===== src/sv/assert_macros.svh =====
// Assertion helpers shared by the RTL. Each use stands on a line of its own.
`ifndef ASSERT_MACROS_SVH
`define ASSERT_MACROS_SVH
`ifndef SYNTHESIS
// Same-cycle implication, checked on every rising clock edge outside reset.
`define ASSERT_IMPLIES(label, clk, rst, ante, cons) \
   label: assert property (@(posedge clk) disable iff (rst) (ante) |-> (cons)) \
      else $error("assertion failed: same-cycle implication violated");
// Next-cycle implication, checked on every rising clock edge outside reset.
`define ASSERT_NEXT(label, clk, rst, ante, cons) \
   label: assert property (@(posedge clk) disable iff (rst) (ante) |=> (cons)) \
      else $error("assertion failed: next-cycle implication violated");
`else
`define ASSERT_IMPLIES(label, clk, rst, ante, cons)
`define ASSERT_NEXT(label, clk, rst, ante, cons)
`endif
`endif


===== src/sv/fw3_pkg.sv =====
`default_nettype none

package fw3_pkg;

   // Field widths of the request and response beats.
   localparam int COORD_W     = 5;
   localparam int WORD_W      = 32;
   localparam int SUM_W       = 36;
   localparam int NUM_AXES    = 3;
   localparam int NUM_CORNERS = 8;
   localparam int CORNER_W    = 3;

   // Command codes.
   localparam logic CMD_ADD   = 1'b0;
   localparam logic CMD_QUERY = 1'b1;

   // Controller states.
   typedef enum logic [3:0] {
      ST_CLEAR,
      ST_IDLE,
      ST_ADD_SETUP,
      ST_ADD_RD,
      ST_ADD_WR,
      ST_Q_SETUP,
      ST_Q_READ,
      ST_Q_DRAIN,
      ST_Q_FOLD,
      ST_Q_DONE
   } state_type;

   // Commands from the controller to the datapath.
   typedef struct packed {
      logic clear_wr;
      logic load_req;
      logic add_start;
      logic add_rd;
      logic add_wr;
      logic corner_load;
      logic q_rd;
      logic step;
      logic fold;
      logic load_out;
   } ctrl_type;

   // Status from the datapath to the controller.
   typedef struct packed {
      logic add_skip;
      logic corner_empty;
      logic nest_last;
      logic clear_last;
      logic last_corner;
      logic rsp_free;
   } stat_type;

endpackage

`default_nettype wire


===== src/sv/fw3_ctrl.sv =====
`default_nettype none
`include "assert_macros.svh"

// Sequencer for the clear sweep, point adds and box queries.
module fw3_ctrl (
   input  wire logic              clock,
   input  wire logic              reset,
   input  wire logic              req_valid,
   input  wire logic              req_cmd,
   output logic                   req_ready,
   input  wire fw3_pkg::stat_type stat,
   output fw3_pkg::ctrl_type      ctrl
);

   fw3_pkg::state_type state_ff, state_in;

   always_ff @(posedge clock) begin
      if (reset) begin
         state_ff <= fw3_pkg::ST_CLEAR;
      end else begin
         state_ff <= state_in;
      end
   end

   // Next state and commands.
   always_comb begin
      state_in  = state_ff;
      ctrl      = '0;
      req_ready = 1'b0;
      case (state_ff)
         fw3_pkg::ST_CLEAR: begin
            ctrl.clear_wr = 1'b1;
            if (stat.clear_last) begin
               state_in = fw3_pkg::ST_IDLE;
            end
         end
         fw3_pkg::ST_IDLE: begin
            req_ready = 1'b1;
            if (req_valid) begin
               ctrl.load_req = 1'b1;
               if (req_cmd == fw3_pkg::CMD_QUERY) begin
                  state_in = fw3_pkg::ST_Q_SETUP;
               end else begin
                  state_in = fw3_pkg::ST_ADD_SETUP;
               end
            end
         end
         fw3_pkg::ST_ADD_SETUP: begin
            ctrl.add_start = 1'b1;
            state_in = stat.add_skip ? fw3_pkg::ST_IDLE : fw3_pkg::ST_ADD_RD;
         end
         fw3_pkg::ST_ADD_RD: begin
            ctrl.add_rd = 1'b1;
            state_in    = fw3_pkg::ST_ADD_WR;
         end
         fw3_pkg::ST_ADD_WR: begin
            ctrl.add_wr = 1'b1;
            ctrl.step   = 1'b1;
            state_in = stat.nest_last ? fw3_pkg::ST_IDLE : fw3_pkg::ST_ADD_RD;
         end
         fw3_pkg::ST_Q_SETUP: begin
            ctrl.corner_load = 1'b1;
            state_in = stat.corner_empty ? fw3_pkg::ST_Q_FOLD : fw3_pkg::ST_Q_READ;
         end
         fw3_pkg::ST_Q_READ: begin
            ctrl.q_rd = 1'b1;
            ctrl.step = 1'b1;
            if (stat.nest_last) begin
               state_in = fw3_pkg::ST_Q_DRAIN;
            end
         end
         fw3_pkg::ST_Q_DRAIN: begin
            // The last cell of the corner lands in the accumulator here.
            state_in = fw3_pkg::ST_Q_FOLD;
         end
         fw3_pkg::ST_Q_FOLD: begin
            ctrl.fold = 1'b1;
            state_in = stat.last_corner ? fw3_pkg::ST_Q_DONE : fw3_pkg::ST_Q_SETUP;
         end
         fw3_pkg::ST_Q_DONE: begin
            if (stat.rsp_free) begin
               ctrl.load_out = 1'b1;
               state_in      = fw3_pkg::ST_IDLE;
            end
         end
         default: begin
            state_in = fw3_pkg::ST_IDLE;
         end
      endcase
   end

   // An add write always follows the read of the same cell.
   `ASSERT_IMPLIES(a_wr_after_rd, clock, reset, state_ff == fw3_pkg::ST_ADD_WR, $past(state_ff) == fw3_pkg::ST_ADD_RD)
   // A finished sum waits while the response register is still taken.
   `ASSERT_NEXT(a_done_holds, clock, reset, (state_ff == fw3_pkg::ST_Q_DONE) && !stat.rsp_free, state_ff == fw3_pkg::ST_Q_DONE)

endmodule

`default_nettype wire


===== config.mk =====
export PLATFORM = sky130hd
export DESIGN_NAME = fw3_ctrl
export DESIGN_NICKNAME = d
export VERILOG_FILES = /design/src/sv/fw3_pkg.sv /design/src/sv/fw3_ctrl.sv
export VERILOG_INCLUDE_DIRS = /design/src /design/src/sv
export SDC_FILE = /design/constraint.sdc
export NUM_CORES = 1
export LEC_CHECK = 0
export ABC_AREA = 1
export ABC_CLOCK_PERIOD_IN_PS = 1440
export BUFFER_PORTS_ARGS = -buffer_cell sky130_fd_sc_hd__buf_4
export CELL_PAD_IN_SITES_DETAIL_PLACEMENT = 1
export CELL_PAD_IN_SITES_GLOBAL_PLACEMENT = 1
export CORE_MARGIN = 3
export CORE_UTILIZATION = 26
export CTS_CLUSTER_SIZE = 25
export DETAILED_ROUTE_END_ITERATION = 8
export PLACE_DENSITY = 0.81
export SLEW_MARGIN = 5
export SYNTH_ARGS = -nofsm -noshare
export SYNTH_HDL_FRONTEND = slang
export SYNTH_SLANG_ARGS = --single-unit

===== constraint.sdc =====
create_clock -name clock -period 1.44 [get_ports clock]
set_clock_uncertainty 0.2 [all_clocks]
set_input_delay 0.288 -clock clock [delete_from_list [all_inputs] [get_ports clock]]
set_output_delay 0.288 -clock clock [all_outputs]
set_load 0.01 [all_outputs]

# [Yosys cells after proc, flatten, opt, wreduce, memory -nomap -nowiden]
# Cells that the tools add are included.
# Widths: inputs -> output; s select.
[totals] reg_bits=4
[classes] n_eq_ne=13 mux=23 reduce_logical=3
[op_table] op="$pmux 4 s10" count=1
[op_table] op="$mux 4" count=6
[op_table] op="$eq 4x3->1 const B" count=4
[op_table] op="$mux 1" count=13
[op_table] op="$eq 4x2->1 const B" count=2
[op_table] op="$eq 4x4->1 const B" count=2
[op_table] op="$ne 2x2->1 const B" count=4
[op_table] op="$eq 4x1->1 const B" count=1
[op_table] op="$logic_not 4->1" count=1
[op_table] op="$mux 2" count=2
[op_table] op="$reduce_and 4->1" count=1
[op_table] op="$mux 3" count=1
[op_table] op="$reduce_or 2->1" count=1

# [Logic depth before layout (Yosys ltp)]
# Gate-level depths: netlist of run 1.
[logic_depth] depth_word=3 ltp_mapped=7 mapped_depth_nobuf=7

# [Worst setup path before layout of run 1]
# Ideal clock, no wire load.
[synth_path] kind="register to output" from="register state_ff[0]" to="output ctrl[0] in the netlist's numbering" arrival_time_ns=1.044 setup_slack_ns=-0.092 stages_incl_launch_ff=5 path_buffers=0 cell_sequence="dfxtp_1 > inv_2 > nor2_4 > inv_2 > nor4_1"
[synth_lines] element="start, declared" line_no="fw3_ctrl.sv:15" text="fw3_pkg::state_type state_ff, state_in;"
[synth_lines] element="start signal, assigned" line_no="fw3_ctrl.sv:19" text="state_ff <= fw3_pkg::ST_CLEAR;"
[synth_lines] element="start signal, assigned" line_no="fw3_ctrl.sv:21" text="state_ff <= state_in;"
[synth_lines] element="end, declared" line_no="fw3_ctrl.sv:12" text="output fw3_pkg::ctrl_type ctrl"

==> run metrics, run 1 <==
status finished with violations; failing checks negative setup slack; metal3 WL 113 um; Distinct cells, synth 16; slowest stage delay, CP 0.35 ns; design area 837 um^2; Arrival @ worst endpoint 1.19 ns; initial antenna violation count 0; Top Registers state_ff (4); #FFs+latches synth 4; number of CTS-inserted buffers 3; Clock Sinks 4; H-tree depth 1; syn avg cell area about 6.1 um^2; Yosys top cell area share 20.6%; most frequent CP cell buf_4; CP bufs+invs 2; gpl congestion 0.784; Layout Nets around 110; area leader, netlist dfxtp_1; r2r setup slk -0.05 ns; pin count of the biggest net entering global routing 6; Synth Instances 64; Leak Pwr slightly above 0.0004 uW; Final Setup Violations 13; worst-margin pin slew 0.213 ns; Port Buffer Count 20; TritonCTS clock tree yes; Rel. slew slack between 80 and 90%; CTS Root Cell clkbuf_4; Setup WS post-layout -0.233 ns; maximum VDD drop 0.481 mV; CTS Hold Buffers Added 0; MaxCap Viol Count 0; wire per inst ~17 um; yosys synthesis warning count 0; Critical Path Sink ctrl[0]; fin crit period ~1.7 ns; crit path launch type register; Iteration-0 DRC Markers 18; DP Worst Slack -0.0961 ns; Final period util 116%; r2r startpoint state_ff[1]; CP Data Required Time 0.95 ns; worst reg-to-reg path cell count 7; RSZ-0062 raised after global routing true; worst setup path class register to output port; proportion of layout cells with a drive suffix above 1 70.0%; starting density of the core 28.7%; first-pass iteration count of the detailed router 4; critical path endpoint category output port; worst-path cell chain buf_4, nor4_4, buf_4; Antenna Diode Count 0; DP Area roughly 630 um^2; number of global-route vias before repair 655; Hold Violations, Final 0; Max Used Layer met4; Critical Path Stages 3; max reg flops 4; synth-to-layout area growth 116%; Netlist Area Pre-Place 388 um^2; Clock Path Buffers 2; die area between 1500 and 2000 um^2; register area share after synthesis 20.6%; Crit Path Max Fanout 4; Hold WC Path Type input pin to register; Ports 21; vias post-DR 588; slowest stage cell, crit path dfxtp_4; core footprint 1350 um^2; hold path cells 2; Final Util 62.0%; hpwl dp between 1000 and 1500 um; global route total overflow 0; DRT antenna net count 0; hold_ws between 0.01 and 0.015 ns; Syn Nets 74; Global Route Usage Sum 21.6%; critical path's top delay family flip-flops; most frequent cells in the layout buf_4 (26), nor2_4 (8), buf_6 (7); CTS clock-pin slew for the worst setup and hold paths 0.04 ns; M1 wire length 733 um; Remaining DRCs 0; num rows 13; Final Slew Violations 0; top post-synthesis cells by area dfxtp_1 (21%), nand3_1 (10%), inv_1 (8.7%), nor2_4 (8.7%), nand2_1 (7.7%); worst skew pair latency 0.24 ns; met2 wire len 1000 um; Routed WL approximately 1900 um; Die W 44.6 um; Setup crit start state_ff[2]; pwr dens roughly 690 nW/um^2; average vias per placed instance 5.11; Largest Register state_ff; Reg-to-Reg End state_ff[2]; chip height 44.6 um; Post-Route Setup TNS -1.44 ns; commonest non-fill, non-tap cell in the layout buf_4; first-pass GRT wire length between 2000 and 3000 um; Max Freq 598 MHz
==> worst reg2reg max path, cell delays in order, from the launching register on <==
cell and delay (ns):
dfxtp_4 0.41, nor2_4 0.05, buf_4 0.14, buf_4 0.13, nand3b_1 0.13, nand2_1 0.10, o21ai_1 0.13, a21oi_1 0.08
==> report_power, final <==
group,switching [uW],internal [uW],total (uW)
Combinational,159,145,304
Clock,45.5,93.1,139
Sequential,17.3,118,135
Total,222,356,578
==> layout make-up <==
| class | count | area (um^2) |
|---|---|---|
| Multi-Input combinational cell | 45 | 360 |
| Tap cell | 15 | 18.8 |
| Inverter | 15 | 66.3 |
| Sequential cell | 4 | 95.1 |
| Timing Repair Buffer | 33 | 274 |
| Clock buffer | 3 | 22.5 |
| Fill cell | 172 | 513 |
==> repair_timing <==
action	4_1_cts	5_1_grt
buffers inserted	6	1
gates resized for setup	22	21
pin swaps	5	12
setup endpoints to repair	12	14
==> metal layers <==
metal / vias up / GRT usage (%)
met4: 0 / 13.9
li1: 283 / -
met5: - / 0
met1: 272 / 23.5
met2: 25 / 38.1
met3: 8 / 3.25
==> how the worst min path moves through the flow <==
stage               start  slack [ns]           to
global placement    reset        0.27  state_ff[2]
detailed placement  reset        0.27  state_ff[1]
CTS                 reset       0.003  state_ff[1]
global route        reset        0.01  state_ff[1]
finish              reset        0.01  state_ff[1]
floorplan           reset        0.16  state_ff[1]
==> synth_stat cells <==
| cell | n |
|---|---|
| nor3_1 | 3 |
| nor2_2 | 3 |
| nor4_1 | 1 |
| nor2_4 | 3 |
| nand3b_1 | 4 |
| inv_1 | 9 |
| o21ai_1 | 2 |
| a31oi_1 | 1 |
| nor2_1 | 7 |
| dfxtp_1 | 4 |
| nand2_1 | 8 |
| nand3_1 | 8 |
| inv_2 | 6 |
| a21oi_1 | 2 |
| o211ai_1 | 2 |
| nor3_2 | 1 |
==> cell families after synthesis <==
family / Yosys count / synth area share (%)
DFF: 4 / 20.6
AOI/OAI and AO/OA: 7 / 10.6
buffers and inverters: 15 / 14.5
and+or+nand+nor: 38 / 54.2
==> stage by stage <==
step | power (uW) | std cells
finish | 578 | 115
global route | 623 | 115
CTS | 537 | 116
detailed placement | 342 | 107
global placement | 336 | 107
floorplan | 235 | 64
No activity file was read; power rests on OpenSTA's default activity.
==> run 2: changes to the inputs <==
ABC_CLOCK_PERIOD_IN_PS = 2000   (was 1440)
CORE_UTILIZATION = 28   (was 26)
PLACE_DENSITY = 0.86   (was 0.81)
clock period = 2 ns   (was 1.44 ns; I/O delays follow)
==> run metrics, run 2 (synthesis results as in run 1) <==
Top Registers state_ff (4) (unchanged); status finished clean (was finished with violations); design area 594 um^2 (was 837 um^2); average vias per placed instance 5.06 (was 5.11); initial antenna violation count 0 (unchanged); fin crit period 1.87 ns; Final period util 93.5%; Routed WL 1380 um (was 1900 um); Rel. slew slack 82.1% (was 85.7%); DP Area 571 um^2 (was 628 um^2); CTS Root Cell clkbuf_4 (unchanged); Hold Violations, Final 0 (unchanged); slowest stage cell, crit path dfxtp_2 (was dfxtp_4); TritonCTS clock tree yes (unchanged); core footprint 1200 um^2 (was 1350 um^2); Setup WS post-layout 0.130 ns (was -0.233 ns); Hold WC Path Type input pin to register (unchanged); worst setup path class register to output port (unchanged); starting density of the core 32.3% (was 28.7%); Clock Path Buffers 2 (unchanged); Antenna Diode Count 0 (unchanged); Iteration-0 DRC Markers 9 (was 18); pin count of the biggest net entering global routing 8 (was 6); gpl congestion 0.773 (was 0.784); proportion of layout cells with a drive suffix above 1 43.8% (was 70.0%); Leak Pwr 0.000327 uW (was 0.000409 uW); most frequent CP cell inv_2 (was buf_4); Remaining DRCs 0 (unchanged); Clock Sinks 4 (unchanged); worst skew pair latency 0.24 ns (about the same); vias post-DR 521 (was 588); crit path launch type register (unchanged); DP Worst Slack 0.296 ns (was -0.0961 ns); Max Freq 535 MHz; CP Data Required Time 1.40 ns (was 0.95 ns); Ports 21 (unchanged); global route total overflow 0 (unchanged); Die W 43.2 um (was 44.6 um); hold_ws 0.141 ns (was 0.0104 ns); commonest non-fill, non-tap cell in the layout buf_4 (unchanged); wire per inst 13.4 um (was 16.5 um); slowest stage delay, CP 0.39 ns (was 0.35 ns); Post-Route Setup TNS 0 ns (was -1.44 ns); Crit Path Max Fanout 7 (was 4); maximum VDD drop 0.354 mV (was 0.481 mV); most frequent cells in the layout buf_4 (22), inv_1 (9), nand2_1 (8), nand3_1 (8), nor2_1 (7) (was buf_4 (26), nor2_4 (8), buf_6 (7)); number of global-route vias before repair 554 (was 655); first-pass iteration count of the detailed router 4 (unchanged); first-pass GRT wire length 2390 um (was 2990 um); Arrival @ worst endpoint 1.27 ns (was 1.19 ns); setup bufs post-CTS 0 (was 6); Final Slew Violations 0 (unchanged); hpwl dp 1110 um (was 1150 um); Port Buffer Count 20 (unchanged); synth-to-layout area growth 53.2% (was 116%); die area 1870 um^2 (was 1990 um^2); number of CTS-inserted buffers 3 (unchanged); Layout Nets 101 (was 112); critical path endpoint category output port (unchanged); Final Setup Violations 0 (was 13); MaxCap Viol Count 0 (unchanged); DRT antenna net count 0 (unchanged); max reg flops 4 (unchanged); worst-path cell chain inv_2, nor2_4, inv_2, nor4_1, buf_4 (was buf_4, nor4_4, buf_4); H-tree depth 1 (unchanged); Largest Register state_ff (unchanged); Global Route Usage Sum 17.3% (was 21.6%); CTS clock-pin slew for the worst setup and hold paths 0.04 ns (about the same); worst-margin pin slew 0.268 ns (was 0.213 ns); chip height 43.2 um (was 44.6 um); RSZ-0062 raised after global routing false (was true); num rows 12 (was 13); pwr dens 555 nW/um^2 (was 690 nW/um^2); Tot Pwr 330 uW (was 578 uW)
run 2: changes by cell type in the layout (fill, tap and decap cells not counted), sizes merged:
cell  change
buf      -11
run 2: through the flow:
| stage | utilization (%) | cells |
|---|---|---|
| after global placement | 47.5 | 100 |
| after CTS | 49.4 | 103 |
| after floorplan | - | 64 |
| after detailed placement | 47.5 | 100 |
| after global routing | 49.5 | 103 |
| final | 49.5 | 103 |
run 2: final timing paths:
check                                 start  cells after the start           to  slack [ns]
worst max-delay path            state_ff[0]                      5      ctrl[0]        0.13
worst min-delay path                  reset                      2  state_ff[2]        0.14
worst max register to register  state_ff[1]                      7  state_ff[1]        0.49
worst min register to register  state_ff[3]                      2  state_ff[0]        0.44
run 2: routing by layer:
| layer | GRT usage (%) | vias up | share of wire [%] |
|---|---|---|---|
| met4 | 9.04 | 0 | 2.1 |
| met3 | 4.24 | 7 | 7.2 |
| met2 | 29.2 | 27 | 48 |
| li1 | - | 259 | - |
| met1 | 19.6 | 228 | 42 |
| met5 | 0 | - | 0 |
run 2: layout make-up:
| cell class | instances | area, um^2 |
|---|---|---|
| fill | 177 | 607 |
| sequential | 4 | 81.3 |
| multi-input combinational | 45 | 251 |
| timing repair buffer | 22 | 165 |
| inverter | 15 | 56.3 |
| tap | 14 | 17.5 |
| clock buffer | 3 | 22.5 |
run 2: repair_timing:
item / in CTS / in global routing
setup endpoints to repair: 0 / 2
hold buffers: 0 / 0
resized for setup: 0 / 1
hold endpoints to repair: 0 / 0
run 2: worst max-delay path: cells and delay by family (launching register included):
family,cells,cell delay [ns]
flops,1,0.39
buf+inv,3,0.32
simple gates,2,0.32
run 2: report_power, final:
| group | total (uW) | internal [uW] | switching, uW |
|---|---|---|---|
| combinational | 130 | 57.4 | 72.4 |
| clock | 103 | 67.3 | 35.3 |
| sequential | 97.1 | 86.4 | 10.7 |
| total | 330 | 211 | 118 |
==> run 3: changes to the inputs <==
ABC_CLOCK_PERIOD_IN_PS = 2400   (was 2000)
clock period = 2.4 ns   (was 2 ns; I/O delays follow)
==> run metrics, run 3 (synthesis results as in run 1) <==
slowest stage delay, CP 0.38 ns (was 0.39 ns); Critical Path Stages 4 (was 5); max reg flops 4 (unchanged); chip height 43.2 um (unchanged); Hold WC Path Type input pin to register (unchanged); Port Buffer Count 20 (unchanged); starting density of the core 32.3% (unchanged); DP Worst Slack 0.597 ns (was 0.296 ns); Ports 21 (unchanged); Rel. slew slack 77.9% (was 82.1%); worst setup path class register to output port (unchanged); Antenna Diode Count 0 (unchanged); Top Registers state_ff (4) (unchanged); DRT antenna net count 0 (unchanged); most frequent cells in the layout buf_4 (20), inv_1 (9), nand2_1 (8), nand3_1 (8), nor2_1 (7) (was buf_4 (22), inv_1 (9), nand2_1 (8), nand3_1 (8), nor2_1 (7)); die area 1870 um^2 (unchanged); Clock Path Buffers 2 (unchanged); synth-to-layout area growth 49.0% (was 53.2%); crit path launch type register (unchanged); setup bufs post-CTS 0 (unchanged); Die W 43.2 um (unchanged); CP Data Required Time 1.72 ns (was 1.40 ns); Largest Register state_ff (unchanged); number of global-route vias before repair 514 (was 554); Arrival @ worst endpoint 1.36 ns (was 1.27 ns); Hold Violations, Final 0 (unchanged); design area 578 um^2 (was 594 um^2); RSZ-0062 raised after global routing false (unchanged); MaxCap Viol Count 0 (unchanged); initial antenna violation count 0 (unchanged); pin count of the biggest net entering global routing 8 (unchanged); DP Area 556 um^2 (was 571 um^2); CTS Root Cell clkbuf_4 (unchanged); Final Setup Violations 0 (unchanged); TritonCTS clock tree yes (unchanged); CTS Hold Buffers Added 0 (unchanged); critical path endpoint category output port (unchanged); worst reg-to-reg path cell count 7 (unchanged); Max Freq 489 MHz; Iteration-0 DRC Markers 8 (was 9); vias post-DR 499 (was 521); Routed WL 1300 um (was 1380 um); core footprint 1200 um^2 (unchanged); fin crit period 2.04 ns; first-pass iteration count of the detailed router 4 (unchanged); pwr dens 464 nW/um^2 (was 555 nW/um^2); Clock Sinks 4 (unchanged); wire per inst 12.8 um (was 13.4 um); Post-Route Setup TNS 0 ns (unchanged); hpwl dp 1070 um (was 1110 um); H-tree depth 1 (unchanged); Remaining DRCs 0 (unchanged); Setup WS post-layout 0.355 ns (was 0.130 ns); status finished clean (unchanged); commonest non-fill, non-tap cell in the layout buf_4 (unchanged); first-pass GRT wire length 2260 um (was 2390 um); cts repair resizes 0 (unchanged); CP bufs+invs 2 (was 3); proportion of layout cells with a drive suffix above 1 41.4% (was 43.8%); Global Route Usage Sum 16.0% (was 17.3%); worst skew pair latency 0.24 ns (about the same); gpl congestion 0.769 (was 0.773); critical path's top delay family simple AND/OR/NAND/NOR gates (was flip-flops); worst-path cell chain nor2_1, inv_1, nor3_2, buf_4 (was inv_2, nor2_4, inv_2, nor4_1, buf_4); number of CTS-inserted buffers 3 (unchanged); slowest stage cell, crit path dfxtp_1 (was dfxtp_2); Final Slew Violations 0 (unchanged); global route total overflow 0 (unchanged); Leak Pwr 0.000318 uW (was 0.000327 uW); num rows 12 (unchanged); maximum VDD drop 0.235 mV (was 0.354 mV); average vias per placed instance 4.94 (was 5.06); Final period util between 80% and 90%; Crit Path Max Fanout 5 (was 7); Layout Nets 99 (was 101); worst-margin pin slew 0.330 ns (was 0.268 ns); hold path cells 2 (unchanged); CTS clock-pin slew for the worst setup and hold paths 0.04 ns (about the same)
run 3: cell count changes in the layout (fill, tap and decap cells not counted), sizes merged:
cell	before	now
buf	22	20
run 3: worst register-to-register path, cell delays in order (launching register included):
cell,delay [ns]
dfxtp_1,0.46
inv_2,0.09
nor2_2,0.14
nand3_1,0.17
nand2_1,0.13
nor2_2,0.06
o21ai_1,0.07
a21oi_1,0.08
run 3: report_power, final:
part	total, uW	switching (uW)	leakage [uW]	internal (uW)
logic	102	58.8	0.000271	43.0
clock network	85.7	29.6	0.0000138	56.1
registers	80.7	9.26	0.0000327	71.5
run 3: metrics by stage:
stage | util (%) | power (uW) | hold slack, ns | cells
finish | 48.1 | 268 | 0.216 | 101
global route | 48.1 | 288 | 0.212 | 101
CTS | 48.1 | 274 | 0.209 | 101
detailed placement | 46.3 | 183 | 0.455 | 98
global placement | 46.3 | 181 | 0.453 | 98
floorplan | - | 139 | 0.349 | 64
run 3: area by class of cell:
| type | count | area [um^2] |
|---|---|---|
| fillers | 178 | 623 |
| well taps | 14 | 17.5 |
| multi-input cells | 45 | 251 |
| clock buffers | 3 | 22.5 |
| flip-flops and latches | 4 | 80.1 |
| inverters | 15 | 56.3 |
| repair buffers | 20 | 150 |
run 3: routing by layer:
layer  wire length, um  GRT usage, %
met5                 0             0
met4                16          7.23
met1               548          19.0
met2               638          27.4
met3                92          2.54
run 3: final timing paths:
kind	slack, ns	to	startpoint
setup / recovery	0.36	ctrl[1]	state_ff[1]
hold / removal	0.22	state_ff[1]	reset
setup reg to reg	0.88	state_ff[2]	state_ff[1]
hold reg to reg	0.45	state_ff[0]	state_ff[3]
